**config.mk**
```make
export PLATFORM = sky130hd
export DESIGN_NAME = lndr_ram
export DESIGN_NICKNAME = d
export VERILOG_FILES = /design/src/design/lndr_ram.sv
export SDC_FILE = /design/constraint.sdc
export NUM_CORES = 2
export LEC_CHECK = 0
export ABC_AREA = 1
export BUFFER_PORTS_ARGS = -buffer_cell sky130_fd_sc_hd__buf_2
export CORE_ASPECT_RATIO = 0.8
export CORE_MARGIN = 2
export CORE_UTILIZATION = 45
export DETAILED_ROUTE_END_ITERATION = 6
export PLACE_DENSITY = 0.63
export SYNTH_ARGS = -nofsm -noshare
export SYNTH_HDL_FRONTEND = slang
export SYNTH_SLANG_ARGS = --single-unit
```
**constraint.sdc**
```tcl
create_clock -name clk -period 3 [get_ports clk]
set_input_delay 0.45 -clock clk [delete_from_list [all_inputs] [get_ports clk]]
set_output_delay 0.45 -clock clk [all_outputs]
set_load 0.02 [all_outputs]
```
**src/design/lndr_ram.sv**
```systemverilog
// Generic single-port-write, single-port-read RAM with registered read data.
`default_nettype none
module lndr_ram #(
  parameter int WIDTH = 8,
  parameter int DEPTH = 512
) (
  input  wire logic                     clk,
  input  wire logic                     wr_en,
  input  wire logic [$clog2(DEPTH)-1:0] wr_addr,
  input  wire logic [WIDTH-1:0]         wr_data,
  input  wire logic                     rd_en,
  input  wire logic [$clog2(DEPTH)-1:0] rd_addr,
  output logic      [WIDTH-1:0]         rd_data
);

  logic [WIDTH-1:0] mem [DEPTH];

  always_ff @(posedge clk) begin
    if (wr_en) begin
      mem[wr_addr] <= wr_data;
    end
    if (rd_en) begin
      rd_data <= mem[rd_addr];
    end
  end

endmodule
`default_nettype wire
```
======== Word-level counts from Yosys, hierarchy flattened ========
Memory sizes are Yosys's and may differ from the RTL's. A register that Yosys moved wholly into a read port is not among the register bits.
Cells that the tools add are included.
word-level totals
  bits of input ports ..................... 29
  memories ................................ 1
  memory bits (writable) .................. 4096
  register bits ........................... 0
  output and inout port bits .............. 8
  logic and storage cells ................. 3
memory list
  name  depth  bits a word  rd ports  clocked after Yosys merged registers in  wr ports  RTL line  source
  mem   512    8            1         1                                        1         16        logic [WIDTH-1:0] mem [DEPTH];
operators by class
  multiplexer cells ....................... 2
operators by type and width
  cell     count
  $mux W1  2

======== Longest topological paths before layout ========
  word-level depth ........................ 2
  gate-level depth with buffers ........... 15

======== Least setup slack after synthesis ========
Ideal clock, no wire load.
  path kind ............................... input port to flip-flop
  start ................................... input port wr_addr[4]
  end ..................................... memory mem[212][0], enable pin
  stages .................................. 7
  setup slack ............................. 0.959 ns
  arrival time ............................ 1.671 ns
  data required time ...................... 2.630 ns
  cells stage by stage .................... inv_1 nor2_1 inv_1 nor2_1 inv_1 clkbuf_1 nor2_1
RTL lines
  what                RTL line  source
  start: declaration  9         input wire logic [$clog2(DEPTH)-1:0] wr_addr,
  end: declaration    16
No word-level cell before the write port.

==> impl_metrics.py <==
metrics = {
    "global_route": {
        "grt_pass1_wl_um": 717000,
        "grt_antenna_before_repair": 24,
        "globalRouteTotalUtil": 0.255,
        "grt_overflow": 0,
        "grt_pass1_vias": 106000,
        "grt_start_max_net_pins": 121,
    },
    "synthesis": {
        "ys_warn_count": 0,
        "syn_area_sq_um": 167000,
        "ys_seq_area_frac": 0.739,
        "synth_seq_cells": 4104,
        "ys_top_cells_by_area": "edfxtp_1, nand3_1, nand2_1, buf_2, nor2_1",
        "synth_nets": 13900,
        "post_synth_num_cell_types": 15,
        "netlist.top_cell.by_area": "edfxtp_1",
        "synthDominantCellAreaShare": 0.739,
        "synth.avg_cell_area_sq_um": 12.0,
        "synth_cells": 13900,
    },
    "cells_and_area": {
        "final_layout_size_suffix_gt1_frac": 0.122,
        "fillers": 30700,
        "layout.cells.most_common_list": "nand2_1, edfxtp_1, nand3_1",
        "layout.cells.most_common": "nand2_1",
        "postLayoutCoreUtil": 0.523,
        "finish.net_count": 14600,
        "area_growth_syn_to_layout_pct": 15.4,
        "finalInstanceArea_sq_um": 193000,
    },
    "sta": {
        "grt_setup_unrepaired": "no",
        "worstMarginPinSlew_ns": 1.03,
        "final-hold-violation-count": 0,
        "final_min_period_over_clock_period": 0.846,
        "timing.max_slew.rel_slack": 0.313,
        "final_max_slew_viol_count": 0,
        "timing.final.crit_period_ns": 2.54,
        "finalSetupViolations": 0,
        "fmax_ghz": 0.394,
        "finClkSkew_ns": 0.0346,
    },
    "routing": {
        "drt_drc_violations_left": 1,
        "postRouteAntennaNets": 0,
        "route.detailed.vias_per_inst": 5.73,
        "routed_wl_um": 490000,
        "num_vias": 114000,
        "drt-pass1-iter-count": 7,
        "wl_per_cell_um": 24.7,
        "drt_iter0_markers": 16800,
    },
    "die": {
        "core_area_sq_um": 368000,
        "fp.dieArea_sq_um": 376000,
        "die_x_um": 685,
        "top_level_ports": 37,
        "initial_core_util": 0.453,
        "cell_row_count": 199,
        "chipHeight_um": 549,
    },
    "clock_network": {
        "clk_tree_root_cell": "clkbuf_16",
        "insertion_delay_ns": 0.92,
        "cts_post_setup_buffers_inserted": 0,
        "clock_path_buffers": 4,
        "htree_num_levels": 5,
        "path_clk_slew_ns": 0.06,
        "tritoncts_num_sinks": 4104,
        "cts_inserted_buffers": 387,
        "cts_tree": "done",
    },
    "worst_hold_path": {
        "hold_path.class": "in2reg",
        "hold-path-cell-count": 2,
    },
    "critical_path": {
        "setup.reg_to_reg.worst_slack_ns": 0.49,
        "timing.setup.critical_path_class": "in2reg",
        "category_of_the_worst_setup_path_launch_point": "input port",
        "arrival_ns": 3.21,
        "critical_path.max_fanout": 45,
        "setup.worst_path.end_class": "register",
        "worst-r2r-cell-count": 11,
        "endpoint_required_time_on_the_critical_path_ns": 3.67,
    },
    "power": {
        "vdd_drop_max_v": 0.000436,
        "power-per-cell-area_nw_per_um2": 619,
        "total_leakage_power_nw": 68.4,
    },
    "outcome": {
        "violated_checks": "design-rule violations",
        "run_status": "complete, but fails checks",
    },
    "placement": {
        "detailed_place.area_sq_um": 180000,
        "routabilityCongestion": 0.902,
        "dp.final_hpwl_um": 309000,
        "port_buffers": 36,
    },
    "flow_run": {
        "max_cap_violations": 0,
    },
}
-- area by class of cell --
class / instances / area [sq um] / area share
Inverter: 39 / 203 / 0.00105
Antenna cell: 11 / 27.5 / 0.000143
Tap cell: 4924 / 6160 / 0.0320
Sequential cell: 4104 / 123000 / 0.640
Clock inverter: 201 / 1790 / 0.00930
Multi-Input combinational cell: 8765 / 38100 / 0.198
Timing Repair Buffer: 1298 / 12800 / 0.0663
Clock buffer: 491 / 10200 / 0.0532
-- synth_stat cells (all sizes together) --
cell    count
inv        39
nand3    4080
buf       799
clkbuf    184
nor3       11
nand2    4160
edfxtp   4104
nor2      514
-- path summary, 6_finish.rpt --
kind,endpoint,start
max,rd_data[6]$_DFFE_PP_,rd_addr[1]
min,mem[129][3]$_DFFE_PP_,wr_data[3]
min reg2reg,rd_data[2]$_DFFE_PP_,mem[311][2]$_DFFE_PP_
max reg2reg,rd_data[0]$_DFFE_PP_,mem[47][0]$_DFFE_PP_
-- power by group --
part | switching (W) | internal (W)
Clock | 0.0212 | 0.0266
Combinational | 0.00587 | 0.00230
Sequential | 0.0000604 | 0.0631
-- critical path, cell delays in order --
cell     delay (ns)
buf_8          0.14
inv_16         0.12
buf_12         0.32
buf_12         0.24
buf_4          0.18
nand3_1        0.10
nand3_1        0.14
nand3_1        0.10
nand3_1        0.18
nand3_1        0.20
nand3_1        0.20
nand3_1        0.32
nand3_1        0.28
nand2_1        0.08
-- sequential cells by signal, indices dropped and copies added, names as in the netlist --
register / cells
rd_data: 8
mem: 4096
-- per-layer routing --
metal | part of all wire | global-route usage | up-vias | wire, um
met2 | 0.43 | 0.375 | 6184 | 213000
met1 | 0.42 | 0.385 | 55700 | 208000
met3 | 0.11 | 0.0498 | 778 | 53700
met4 | 0.032 | 0.0768 | 4 | 15500
met5 | 0.000045 | 0 | - | 22
li1 | - | - | 50900 | -
-- logic make-up (layout without fill, tap and decap cells) --
| family | count (synthesis) | count (layout) | synth area share |
|---|---|---|---|
| other | 0 | 11 | 0 |
| flip-flops | 4104 | 4104 | 0.739 |
| buffers and inverters | 1022 | 2029 | 0.0333 |
| AND/OR/NAND/NOR | 8765 | 8765 | 0.228 |
-- timing repair --
item,4_1_cts,5_1_grt
gates resized for setup,0,0
endpoints found under the hold margin,143,0
hold buffers,8,0
-- metrics by stage --
step	setup TNS [ns]	setup WS, ns	std cells	power, W	hold WS, ns
6_report	0	0.461	19800	0.119	0.114
3_5_place_dp	-2.76	-0.408	19100	0.0724	0.853
5_1_grt	0	0.440	19800	0.122	0.0753
2_1_floorplan	0	0.959	13900	0.0683	0.549
3_3_place_gp	-2.81	-0.417	19100	0.0724	0.852
4_1_cts	0	0.578	19800	0.119	0.0365
Note: power is estimated with default switching activity, not from simulation.
